File: src/hw/rtl/sha256_pkg.sv
// ----------------------------------------------------------------------------
// SHA-256 package
// Word type, controller states, initial hash values, round constants and the
// SHA-256 mixing functions.
// ----------------------------------------------------------------------------
package sha256_pkg;

    typedef logic [31:0] t_word;

    typedef enum logic [6:0] {
        ST_IDLE     = 7'b0000001,
        ST_PAD      = 7'b0000010,
        ST_LOAD     = 7'b0000100,
        ST_ROUND    = 7'b0001000,
        ST_FIN      = 7'b0010000,
        ST_OUT_RD   = 7'b0100000,
        ST_OUT_SEND = 7'b1000000
    } t_state;

    localparam logic [7:0] PAD_BYTE   = 8'h80;
    localparam int unsigned NUM_ROUNDS = 64;
    localparam int unsigned BLK_WORDS  = 16;
    localparam int unsigned HASH_WORDS = 8;

    function automatic t_word iv_const(input logic [2:0] idx);
        t_word v;
        unique case (idx)
            3'd0: v = 32'h6a09e667;
            3'd1: v = 32'hbb67ae85;
            3'd2: v = 32'h3c6ef372;
            3'd3: v = 32'ha54ff53a;
            3'd4: v = 32'h510e527f;
            3'd5: v = 32'h9b05688c;
            3'd6: v = 32'h1f83d9ab;
            3'd7: v = 32'h5be0cd19;
            default: v = 32'h6a09e667;
        endcase
        return v;
    endfunction

    function automatic t_word k_const(input logic [5:0] idx);
        t_word v;
        unique case (idx)
            6'd0:  v = 32'h428a2f98;  6'd1:  v = 32'h71374491;
            6'd2:  v = 32'hb5c0fbcf;  6'd3:  v = 32'he9b5dba5;
            6'd4:  v = 32'h3956c25b;  6'd5:  v = 32'h59f111f1;
            6'd6:  v = 32'h923f82a4;  6'd7:  v = 32'hab1c5ed5;
            6'd8:  v = 32'hd807aa98;  6'd9:  v = 32'h12835b01;
            6'd10: v = 32'h243185be;  6'd11: v = 32'h550c7dc3;
            6'd12: v = 32'h72be5d74;  6'd13: v = 32'h80deb1fe;
            6'd14: v = 32'h9bdc06a7;  6'd15: v = 32'hc19bf174;
            6'd16: v = 32'he49b69c1;  6'd17: v = 32'hefbe4786;
            6'd18: v = 32'h0fc19dc6;  6'd19: v = 32'h240ca1cc;
            6'd20: v = 32'h2de92c6f;  6'd21: v = 32'h4a7484aa;
            6'd22: v = 32'h5cb0a9dc;  6'd23: v = 32'h76f988da;
            6'd24: v = 32'h983e5152;  6'd25: v = 32'ha831c66d;
            6'd26: v = 32'hb00327c8;  6'd27: v = 32'hbf597fc7;
            6'd28: v = 32'hc6e00bf3;  6'd29: v = 32'hd5a79147;
            6'd30: v = 32'h06ca6351;  6'd31: v = 32'h14292967;
            6'd32: v = 32'h27b70a85;  6'd33: v = 32'h2e1b2138;
            6'd34: v = 32'h4d2c6dfc;  6'd35: v = 32'h53380d13;
            6'd36: v = 32'h650a7354;  6'd37: v = 32'h766a0abb;
            6'd38: v = 32'h81c2c92e;  6'd39: v = 32'h92722c85;
            6'd40: v = 32'ha2bfe8a1;  6'd41: v = 32'ha81a664b;
            6'd42: v = 32'hc24b8b70;  6'd43: v = 32'hc76c51a3;
            6'd44: v = 32'hd192e819;  6'd45: v = 32'hd6990624;
            6'd46: v = 32'hf40e3585;  6'd47: v = 32'h106aa070;
            6'd48: v = 32'h19a4c116;  6'd49: v = 32'h1e376c08;
            6'd50: v = 32'h2748774c;  6'd51: v = 32'h34b0bcb5;
            6'd52: v = 32'h391c0cb3;  6'd53: v = 32'h4ed8aa4a;
            6'd54: v = 32'h5b9cca4f;  6'd55: v = 32'h682e6ff3;
            6'd56: v = 32'h748f82ee;  6'd57: v = 32'h78a5636f;
            6'd58: v = 32'h84c87814;  6'd59: v = 32'h8cc70208;
            6'd60: v = 32'h90befffa;  6'd61: v = 32'ha4506ceb;
            6'd62: v = 32'hbef9a3f7;  6'd63: v = 32'hc67178f2;
            default: v = 32'h428a2f98;
        endcase
        return v;
    endfunction

    function automatic t_word rotr(input t_word x, input int unsigned n);
        return (x >> n) | (x << (32 - n));
    endfunction

    function automatic t_word big_sigma0(input t_word x);
        return rotr(x, 2) ^ rotr(x, 13) ^ rotr(x, 22);
    endfunction

    function automatic t_word big_sigma1(input t_word x);
        return rotr(x, 6) ^ rotr(x, 11) ^ rotr(x, 25);
    endfunction

    function automatic t_word small_sigma0(input t_word x);
        return rotr(x, 7) ^ rotr(x, 18) ^ (x >> 3);
    endfunction

    function automatic t_word small_sigma1(input t_word x);
        return rotr(x, 17) ^ rotr(x, 19) ^ (x >> 10);
    endfunction

endpackage

File: src/hw/rtl/sha256_ram.sv
// ----------------------------------------------------------------------------
// Generic RAM
// One write port and one read port, read data registered with a read enable.
// ----------------------------------------------------------------------------
module sha256_ram #(
    parameter int unsigned WIDTH = 32,
    parameter int unsigned DEPTH = 16
) (
    input  logic                     i_clk,
    input  logic                     i_we,
    input  logic [$clog2(DEPTH)-1:0] i_waddr,
    input  logic [WIDTH-1:0]         i_wdata,
    input  logic                     i_re,
    input  logic [$clog2(DEPTH)-1:0] i_raddr,
    output logic [WIDTH-1:0]         o_rdata
);

    logic [WIDTH-1:0] r_mem [DEPTH];
    logic [WIDTH-1:0] r_rdata;

    always_ff @(posedge i_clk) begin
        if (i_we) begin
            r_mem[i_waddr] <= i_wdata;
        end
        if (i_re) begin
            r_rdata <= r_mem[i_raddr];
        end
    end

    assign o_rdata = r_rdata;

endmodule

File: src/hw/rtl/sha256_stream_hasher.sv
// ----------------------------------------------------------------------------
// SHA-256 stream hasher
// Hashes a byte stream and returns the eight 32-bit digest words.
//
// The slave channel takes one message byte per request: tdata carries the
// byte, tuser says whether the byte belongs to the message, and tlast closes
// the message (a request with tuser low and tlast high ends it without a
// byte, so an empty message is allowed). The byte that fills a 64-byte block
// starts a compression (loading the block and chaining RAMs, 64 rounds,
// updating the chaining RAM), during which tready is low. After tlast the
// padding is written one word per cycle, one or two further compressions
// follow, and the digest is sent on the master channel, words 0 to 7, each
// read from the chaining RAM and then offered; tlast marks word 7.
// A stalled receiver simply holds the current word. No new request is taken
// until word 7 has gone, after which a new message starts. Reset returns the
// block to the initial hash value with an empty byte count; no clearing pass
// is needed.
// ----------------------------------------------------------------------------
module sha256_stream_hasher (
    input  logic        i_clk,
    input  logic        i_rst_n,
    input  logic        i_s_tvalid,
    output logic        o_s_tready,
    input  logic [7:0]  i_s_tdata,   // [7:0] data_byte
    input  logic        i_s_tuser,   // [0] has_byte
    input  logic        i_s_tlast,   // is_last
    output logic        o_m_tvalid,
    input  logic        i_m_tready,
    output logic [39:0] o_m_tdata,   // [31:0] digest_word, [34:32] word_index
    output logic        o_m_tlast    // last_word
);

    sha256_pkg::t_state r_state, n_state;
    logic [6:0]         r_cnt, n_cnt;
    logic [3:0]         r_wi, n_wi;
    logic               r_first, n_first;
    logic               r_lenblk, n_lenblk;
    logic               r_go_pad, n_go_pad;
    logic               r_go_out, n_go_out;
    logic               r_cv_fresh, n_cv_fresh;
    logic [60:0]        r_count, n_count;
    logic [31:0]        r_acc, n_acc;

    sha256_pkg::t_word r_w  [sha256_pkg::BLK_WORDS];
    sha256_pkg::t_word r_wv [sha256_pkg::HASH_WORDS];

    logic                blk_we, blk_re, cv_we, cv_re;
    logic [3:0]          blk_waddr, blk_raddr;
    logic [2:0]          cv_waddr, cv_raddr;
    sha256_pkg::t_word   blk_wdata, blk_q, cv_wdata, cv_q;

    logic                s_accept;
    logic [5:0]          pos, pos_next;
    logic [1:0]          boff;
    logic [2:0]          lag_idx;
    sha256_pkg::t_word   acc_byte, pad_word, pad_mask, cv_word;
    sha256_pkg::t_word   t1, t2, w_new;

    assign s_accept = i_s_tvalid && o_s_tready;
    assign pos      = r_count[5:0];
    assign boff     = pos[1:0];
    assign pos_next = i_s_tuser ? pos + 6'd1 : pos;
    assign lag_idx  = 3'(r_cnt - 7'd1);

    assign acc_byte = ((boff == 2'd0) ? 32'd0 : r_acc)
                    | (32'(i_s_tdata) << {~boff, 3'b000});
    assign pad_mask = (boff == 2'd0) ? 32'd0 : ~(32'hFFFF_FFFF >> {boff, 3'b000});
    assign pad_word = (r_acc & pad_mask) | (32'(sha256_pkg::PAD_BYTE) << {~boff, 3'b000});

    assign cv_word = r_cv_fresh ? sha256_pkg::iv_const(lag_idx) : cv_q;

    assign t1 = r_wv[7] + sha256_pkg::big_sigma1(r_wv[4])
              + ((r_wv[4] & r_wv[5]) ^ (~r_wv[4] & r_wv[6]))
              + sha256_pkg::k_const(r_cnt[5:0]) + r_w[0];
    assign t2 = sha256_pkg::big_sigma0(r_wv[0])
              + ((r_wv[0] & r_wv[1]) ^ (r_wv[0] & r_wv[2]) ^ (r_wv[1] & r_wv[2]));
    assign w_new = r_w[0] + sha256_pkg::small_sigma0(r_w[1]) + r_w[9]
                 + sha256_pkg::small_sigma1(r_w[14]);

    assign o_s_tready = (r_state == sha256_pkg::ST_IDLE);
    assign o_m_tvalid = (r_state == sha256_pkg::ST_OUT_SEND);
    assign o_m_tdata  = {5'd0, r_cnt[2:0], cv_q};
    assign o_m_tlast  = (r_cnt[2:0] == 3'd7);

    always_comb begin
        n_state    = r_state;
        n_cnt      = r_cnt;
        n_wi       = r_wi;
        n_first    = r_first;
        n_lenblk   = r_lenblk;
        n_go_pad   = r_go_pad;
        n_go_out   = r_go_out;
        n_cv_fresh = r_cv_fresh;
        n_count    = r_count;
        n_acc      = r_acc;
        blk_we     = 1'b0;
        blk_waddr  = pos[5:2];
        blk_wdata  = acc_byte;
        blk_re     = 1'b0;
        blk_raddr  = r_cnt[3:0];
        cv_we      = 1'b0;
        cv_waddr   = lag_idx;
        cv_wdata   = cv_word + r_wv[lag_idx];
        cv_re      = 1'b0;
        cv_raddr   = r_cnt[2:0];
        unique case (r_state)
            sha256_pkg::ST_IDLE: begin
                if (s_accept) begin
                    if (i_s_tuser) begin
                        n_count = r_count + 61'd1;
                        n_acc   = acc_byte;
                        blk_we  = (boff == 2'd3);
                    end
                    if (i_s_tuser && pos == 6'd63) begin
                        n_state  = sha256_pkg::ST_LOAD;
                        n_cnt    = 7'd0;
                        n_go_pad = i_s_tlast;
                        n_go_out = 1'b0;
                        n_wi     = 4'd0;
                        n_first  = 1'b1;
                        n_lenblk = 1'b1;
                    end else if (i_s_tlast) begin
                        n_state  = sha256_pkg::ST_PAD;
                        n_wi     = pos_next[5:2];
                        n_first  = 1'b1;
                        n_lenblk = !(&pos_next[5:3]);
                    end
                end
            end
            sha256_pkg::ST_PAD: begin
                blk_we    = 1'b1;
                blk_waddr = r_wi;
                if (r_first) begin
                    blk_wdata = pad_word;
                end else if (r_lenblk && r_wi == 4'd14) begin
                    blk_wdata = r_count[60:29];
                end else if (r_lenblk && r_wi == 4'd15) begin
                    blk_wdata = {r_count[28:0], 3'b000};
                end else begin
                    blk_wdata = 32'd0;
                end
                n_first = 1'b0;
                if (r_wi == 4'd15) begin
                    n_state  = sha256_pkg::ST_LOAD;
                    n_cnt    = 7'd0;
                    n_go_out = r_lenblk;
                    n_go_pad = !r_lenblk;
                    n_wi     = 4'd0;
                    n_lenblk = 1'b1;
                end else begin
                    n_wi = r_wi + 4'd1;
                end
            end
            sha256_pkg::ST_LOAD: begin
                blk_re = (r_cnt < 7'(sha256_pkg::BLK_WORDS));
                cv_re  = (r_cnt < 7'(sha256_pkg::HASH_WORDS));
                if (r_cnt == 7'(sha256_pkg::BLK_WORDS)) begin
                    n_state = sha256_pkg::ST_ROUND;
                    n_cnt   = 7'd0;
                end else begin
                    n_cnt = r_cnt + 7'd1;
                end
            end
            sha256_pkg::ST_ROUND: begin
                if (r_cnt == 7'(sha256_pkg::NUM_ROUNDS - 1)) begin
                    n_state = sha256_pkg::ST_FIN;
                    n_cnt   = 7'd0;
                end else begin
                    n_cnt = r_cnt + 7'd1;
                end
            end
            sha256_pkg::ST_FIN: begin
                cv_re = (r_cnt < 7'(sha256_pkg::HASH_WORDS));
                cv_we = (r_cnt != 7'd0);
                if (r_cnt == 7'(sha256_pkg::HASH_WORDS)) begin
                    n_cv_fresh = 1'b0;
                    n_cnt      = 7'd0;
                    priority if (r_go_out) begin
                        n_state = sha256_pkg::ST_OUT_RD;
                    end else if (r_go_pad) begin
                        n_state = sha256_pkg::ST_PAD;
                    end else begin
                        n_state = sha256_pkg::ST_IDLE;
                    end
                end else begin
                    n_cnt = r_cnt + 7'd1;
                end
            end
            sha256_pkg::ST_OUT_RD: begin
                cv_re   = 1'b1;
                n_state = sha256_pkg::ST_OUT_SEND;
            end
            sha256_pkg::ST_OUT_SEND: begin
                if (i_m_tready) begin
                    if (r_cnt[2:0] == 3'd7) begin
                        n_state    = sha256_pkg::ST_IDLE;
                        n_count    = 61'd0;
                        n_cv_fresh = 1'b1;
                        n_cnt      = 7'd0;
                    end else begin
                        n_state = sha256_pkg::ST_OUT_RD;
                        n_cnt   = r_cnt + 7'd1;
                    end
                end
            end
            default: begin
                n_state = sha256_pkg::ST_IDLE;
            end
        endcase
    end

    always_ff @(posedge i_clk) begin
        if (!i_rst_n) begin
            r_state    <= sha256_pkg::ST_IDLE;
            r_cnt      <= 7'd0;
            r_wi       <= 4'd0;
            r_first    <= 1'b0;
            r_lenblk   <= 1'b0;
            r_go_pad   <= 1'b0;
            r_go_out   <= 1'b0;
            r_cv_fresh <= 1'b1;
            r_count    <= 61'd0;
        end else begin
            r_state    <= n_state;
            r_cnt      <= n_cnt;
            r_wi       <= n_wi;
            r_first    <= n_first;
            r_lenblk   <= n_lenblk;
            r_go_pad   <= n_go_pad;
            r_go_out   <= n_go_out;
            r_cv_fresh <= n_cv_fresh;
            r_count    <= n_count;
        end
    end

    always_ff @(posedge i_clk) begin
        r_acc <= n_acc;
        if (r_state == sha256_pkg::ST_LOAD && r_cnt != 7'd0) begin
            for (int i = 0; i < sha256_pkg::BLK_WORDS - 1; i++) begin
                r_w[i] <= r_w[i+1];
            end
            r_w[sha256_pkg::BLK_WORDS-1] <= blk_q;
            if (r_cnt <= 7'(sha256_pkg::HASH_WORDS)) begin
                r_wv[lag_idx] <= cv_word;
            end
        end else if (r_state == sha256_pkg::ST_ROUND) begin
            for (int i = 0; i < sha256_pkg::BLK_WORDS - 1; i++) begin
                r_w[i] <= r_w[i+1];
            end
            r_w[sha256_pkg::BLK_WORDS-1] <= w_new;
            r_wv[7] <= r_wv[6];
            r_wv[6] <= r_wv[5];
            r_wv[5] <= r_wv[4];
            r_wv[4] <= r_wv[3] + t1;
            r_wv[3] <= r_wv[2];
            r_wv[2] <= r_wv[1];
            r_wv[1] <= r_wv[0];
            r_wv[0] <= t1 + t2;
        end
    end

    sha256_ram #(
        .WIDTH (32),
        .DEPTH (sha256_pkg::BLK_WORDS)
    ) u_blk_ram (
        .i_clk   (i_clk),
        .i_we    (blk_we),
        .i_waddr (blk_waddr),
        .i_wdata (blk_wdata),
        .i_re    (blk_re),
        .i_raddr (blk_raddr),
        .o_rdata (blk_q)
    );

    sha256_ram #(
        .WIDTH (32),
        .DEPTH (sha256_pkg::HASH_WORDS)
    ) u_cv_ram (
        .i_clk   (i_clk),
        .i_we    (cv_we),
        .i_waddr (cv_waddr),
        .i_wdata (cv_wdata),
        .i_re    (cv_re),
        .i_raddr (cv_raddr),
        .o_rdata (cv_q)
    );

    a_one_side: assert property (@(posedge i_clk) disable iff (!i_rst_n)
        o_m_tvalid |-> !o_s_tready)
        else $error("Input accepted while a digest word is pending.");

    a_cv_no_clash: assert property (@(posedge i_clk) disable iff (!i_rst_n)
        (cv_we && cv_re) |-> (cv_waddr != cv_raddr))
        else $error("Chaining RAM read and write hit the same entry.");

    a_restart: assert property (@(posedge i_clk) disable iff (!i_rst_n)
        (o_m_tvalid && i_m_tready && o_m_tlast) |=> (r_cv_fresh && r_count == 61'd0))
        else $error("Message state not restarted after the digest.");

    a_pad_after_last: assert property (@(posedge i_clk) disable iff (!i_rst_n)
        (i_s_tvalid && o_s_tready && i_s_tlast) |=> !o_s_tready)
        else $error("Request taken before the digest of the previous message.");

endmodule

File: config.mk
export PLATFORM = sky130hd
export DESIGN_NAME = sha256_stream_hasher
export DESIGN_NICKNAME = d
export VERILOG_FILES = /design/src/hw/rtl/sha256_pkg.sv /design/src/hw/rtl/sha256_ram.sv /design/src/hw/rtl/sha256_stream_hasher.sv
export SDC_FILE = /design/constraint.sdc
export NUM_CORES = 2
export LEC_CHECK = 0
export BUFFER_PORTS_ARGS = -buffer_cell sky130_fd_sc_hd__buf_4
export CAP_MARGIN = 20
export CELL_PAD_IN_SITES_DETAIL_PLACEMENT = 0
export CELL_PAD_IN_SITES_GLOBAL_PLACEMENT = 2
export CORE_ASPECT_RATIO = 1.1
export CORE_UTILIZATION = 30
export CTS_CLUSTER_DIAMETER = 30
export DETAILED_ROUTE_END_ITERATION = 10
export PLACE_DENSITY = 0.56
export RECOVER_POWER = 50
export SLEW_MARGIN = 10
export SYNTH_ARGS = -nofsm -noshare
export SYNTH_HDL_FRONTEND = slang
export SYNTH_SLANG_ARGS = --single-unit
File: constraint.sdc
create_clock -name i_clk -period 13.9 [get_ports i_clk]
set_clock_uncertainty 0.05 [all_clocks]
set_input_delay 2.78 -clock i_clk [delete_from_list [all_inputs] [get_ports i_clk]]
set_output_delay 2.78 -clock i_clk [all_outputs]
set_load 0.005 [all_outputs]
==> metrics <==
status complete, but fails checks; violated checks max-capacitance violations, max-slew violations; most frequent cells in the layout edfxtp_1, nand2_1, clkbuf_16; layout cells sized above 1 0.154; Post-synth EDFFs 1632; worst skew pair latency 0.90 ns; Unique masters post-synth 94; Sw Pwr 3.47 mW; fillers 26600; worst hold path class reg2reg; Port Buffers 51; CTS buffer count 401; first-pass GRT wire length 411 mm; WP data arrival 11.02 ns; Avg Inst Size Synth 13.4 µm²; M3 GR Usage 0.0342; Max Root-Sink Buffers 4; nets@finish 6891; buffer and inverter count on the worst path 2; Worst Path Max Fanout 101; commonest non-fill, non-tap cell in the layout edfxtp_1; largest area contributor in the netlist edfxtp_1; Initial Util 0.303; Lkg Pwr 35.7 nW; num ports 57; placed cell area 0.0886 mm²; CP required 14.30 ns; drt first pass iters 6; met2 Usage GRT 0.336; gpl congestion 0.892; Worst setup SP type register; total negative setup slack 0 ns; Mapped Area 0.0835 mm²; Power Dens Cells 157 mW/mm²; detailed placer's ending HPWL 196 mm; Die Y 555 µm; share of the clock period used by the worst path 0.763; # rows 202; final setup vio count 0; Final Non-Filler Cells 10500; slowest CP cell clkbuf_1; GRT Util Overall 0.205; Hold Buf Count CTS 0; synthesized flop and latch total 1748; Die Width 505 µm; GRT Residual Overflow 0; CP Cell Sequence nor3_1, nand4b_1, clkbuf_1, clkbuf_1, nand2b_1, o21ai_0, o21ai_0; vias in the first global route 54200; antenna viol nets, final 0; CTS H-Tree Depth 5; CP top delay family buffers and inverters; sequential share of power 0.369; Area growth, synth to finish 22.4%; top-area cell type share of the netlist area 0.587; GR peak layer met2; RSZ-0062 raised after global routing false; fin crit period 10.61 ns; Synth area leaders edfxtp_1, fa_1, mux4_2; detailed-route vias per instance 5.10; Fin. Hold Viols 0; Clk pwr share 0.596; async set-reset flop share out of synthesis 0; Slew HR -3.00; TritonCTS clock tree done; Clock Root Buffer clkbuf_16; Sink Count 1748; Internal 12.5 mW; Iter 0 DRT Violations 4757; max incr delay on CP 4.17 ns; maximum vdd ir drop 0.0996 mV; Post-Syn Instances 6233; initial antenna violation count 28; Total Wirelength 292 mm; crit path capture type register; Post-CTS Setup Repair Bufs 0; number of gates resized after CTS 0; WL/cell 27.7 µm; Placed Instances 9764; pin count of the biggest net entering global routing 190; Max Slew Vio Count 1268; design area 0.102 mm²; Worst-path clk slew 0.05 ns; switching share of total power 0.217; sequential-to-total area share from yosys stat 0.614; Vias 53600; # DRC 0; Peak Freq 0.0942 GHz; crit path kind reg2reg; Worst Tran Pin Value 6.00 ns; grt met1 use 0.271; die area 0.281 mm²; flip-flop and latch area 0.0513 mm²; ys flop type edfxtp_1; Ys Warns 0; combinational share of power 0.035; Max Cap Viol 29; Multi-input gate area 0.0300 mm²; Core Area 0.276 mm²
worst register-to-register path, stage by stage, from the launching register on:
cell      delay [ns]
dfxtp_1         0.43
nor3_1          0.14
nand4b_1        0.41
clkbuf_1        4.17
clkbuf_1        3.39
nand2b_1        1.16
o21ai_0         0.31
o21ai_0         0.15
routing by layer:
layer,wire (µm),vias to the layer above,part of all wire
met5,75,-,0.00026
met2,139000,1707,0.48
met3,16100,451,0.055
met4,9760,12,0.033
met1,127000,27600,0.44
li1,-,23900,-
cell families (layout without fill, tap and decap cells):
group / Yosys count / in the layout / synth area share
simple gates: 1326 / 1326 / 0.0711
compound gates: 1392 / 1392 / 0.108
mux: 305 / 305 / 0.0563
flops: 1748 / 1748 / 0.614
other cells: 1 / 12 / 0.0000449
xor+xnor: 440 / 440 / 0.0461
buf+inv: 643 / 1247 / 0.0307
fa+ha+maj: 378 / 378 / 0.0735
state kept, by name, indices dropped and copies added (netlist names), named ones only:
name and flops:
u_cv_ram.o_rdata 32, r_acc 32, r_count 61, r_w 512
r_go_out 1, r_wi 4, u_blk_ram.o_rdata 32, r_first 1
r_cnt 7, r_go_pad 1, r_cv_fresh 1, r_lenblk 1
u_cv_ram.r_mem 256, r_state 7, r_wv 256, u_blk_ram.r_mem 512
power groups by stage:
| stage | Sequential, mW | Clock, mW | Combinational, mW |
|---|---|---|---|
| floorplan | 5.99 | 0 | 0.334 |
| global placement | 5.99 | 0 | 0.580 |
| detailed placement | 5.99 | 0 | 0.591 |
| CTS | 5.90 | 9.72 | 0.593 |
| global route | 5.90 | 9.98 | 0.617 |
| finish | 5.90 | 9.55 | 0.562 |
layout make-up:
| class | instances | share of cell area |
|---|---|---|
| antenna | 7 | 0.000171 |
| clock buffer | 465 | 0.103 |
| clock inverter | 278 | 0.0328 |
| inverter | 307 | 0.0114 |
| multi-input combinational | 3846 | 0.293 |
| sequential | 1748 | 0.502 |
| tap | 3672 | 0.0449 |
| timing repair buffer | 197 | 0.0127 |
cell usage after synthesis, drive strengths merged (64+ instances only):
| cell | count |
|---|---|
| xor2 | 136 |
| o22ai | 134 |
| dfxtp | 116 |
| xnor2 | 304 |
| mux4 | 128 |
| nand3 | 78 |
| inv | 304 |
| nor2 | 416 |
| mux2i | 142 |
| a22oi | 64 |
| buf | 98 |
| fa | 188 |
| nand2 | 502 |
| a21o | 154 |
| nor3 | 71 |
| edfxtp | 1632 |
| clkbuf | 238 |
| o21ai | 318 |
| a21oi | 271 |
| o21a | 137 |
| ha | 188 |
worst paths after layout:
check / start / end / slack [ns] / cells past startpoint
setup / recovery: r_state[6] / r_wv[4][22] / 3.29 / 7
hold / removal: r_w[1][17] / r_w[0][241] / 0.32 / 0
setup reg to reg: r_state[6] / r_wv[4][22] / 3.29 / 7
hold reg to reg: r_w[1][17] / r_w[0][241] / 0.32 / 0
metrics by stage:
step	hold slack [ns]	utilization	setup slack [ns]	power, mW
finish	0.324	0.371	3.29	16.0
detailed placement	0.355	0.321	4.91	6.58
global placement	0.350	0.321	5.04	6.57
CTS	0.320	0.371	4.89	16.2
floorplan	0.350	-	0.139	6.32
global route	0.326	0.370	2.45	16.5
(Power assumes the default switching activity.)
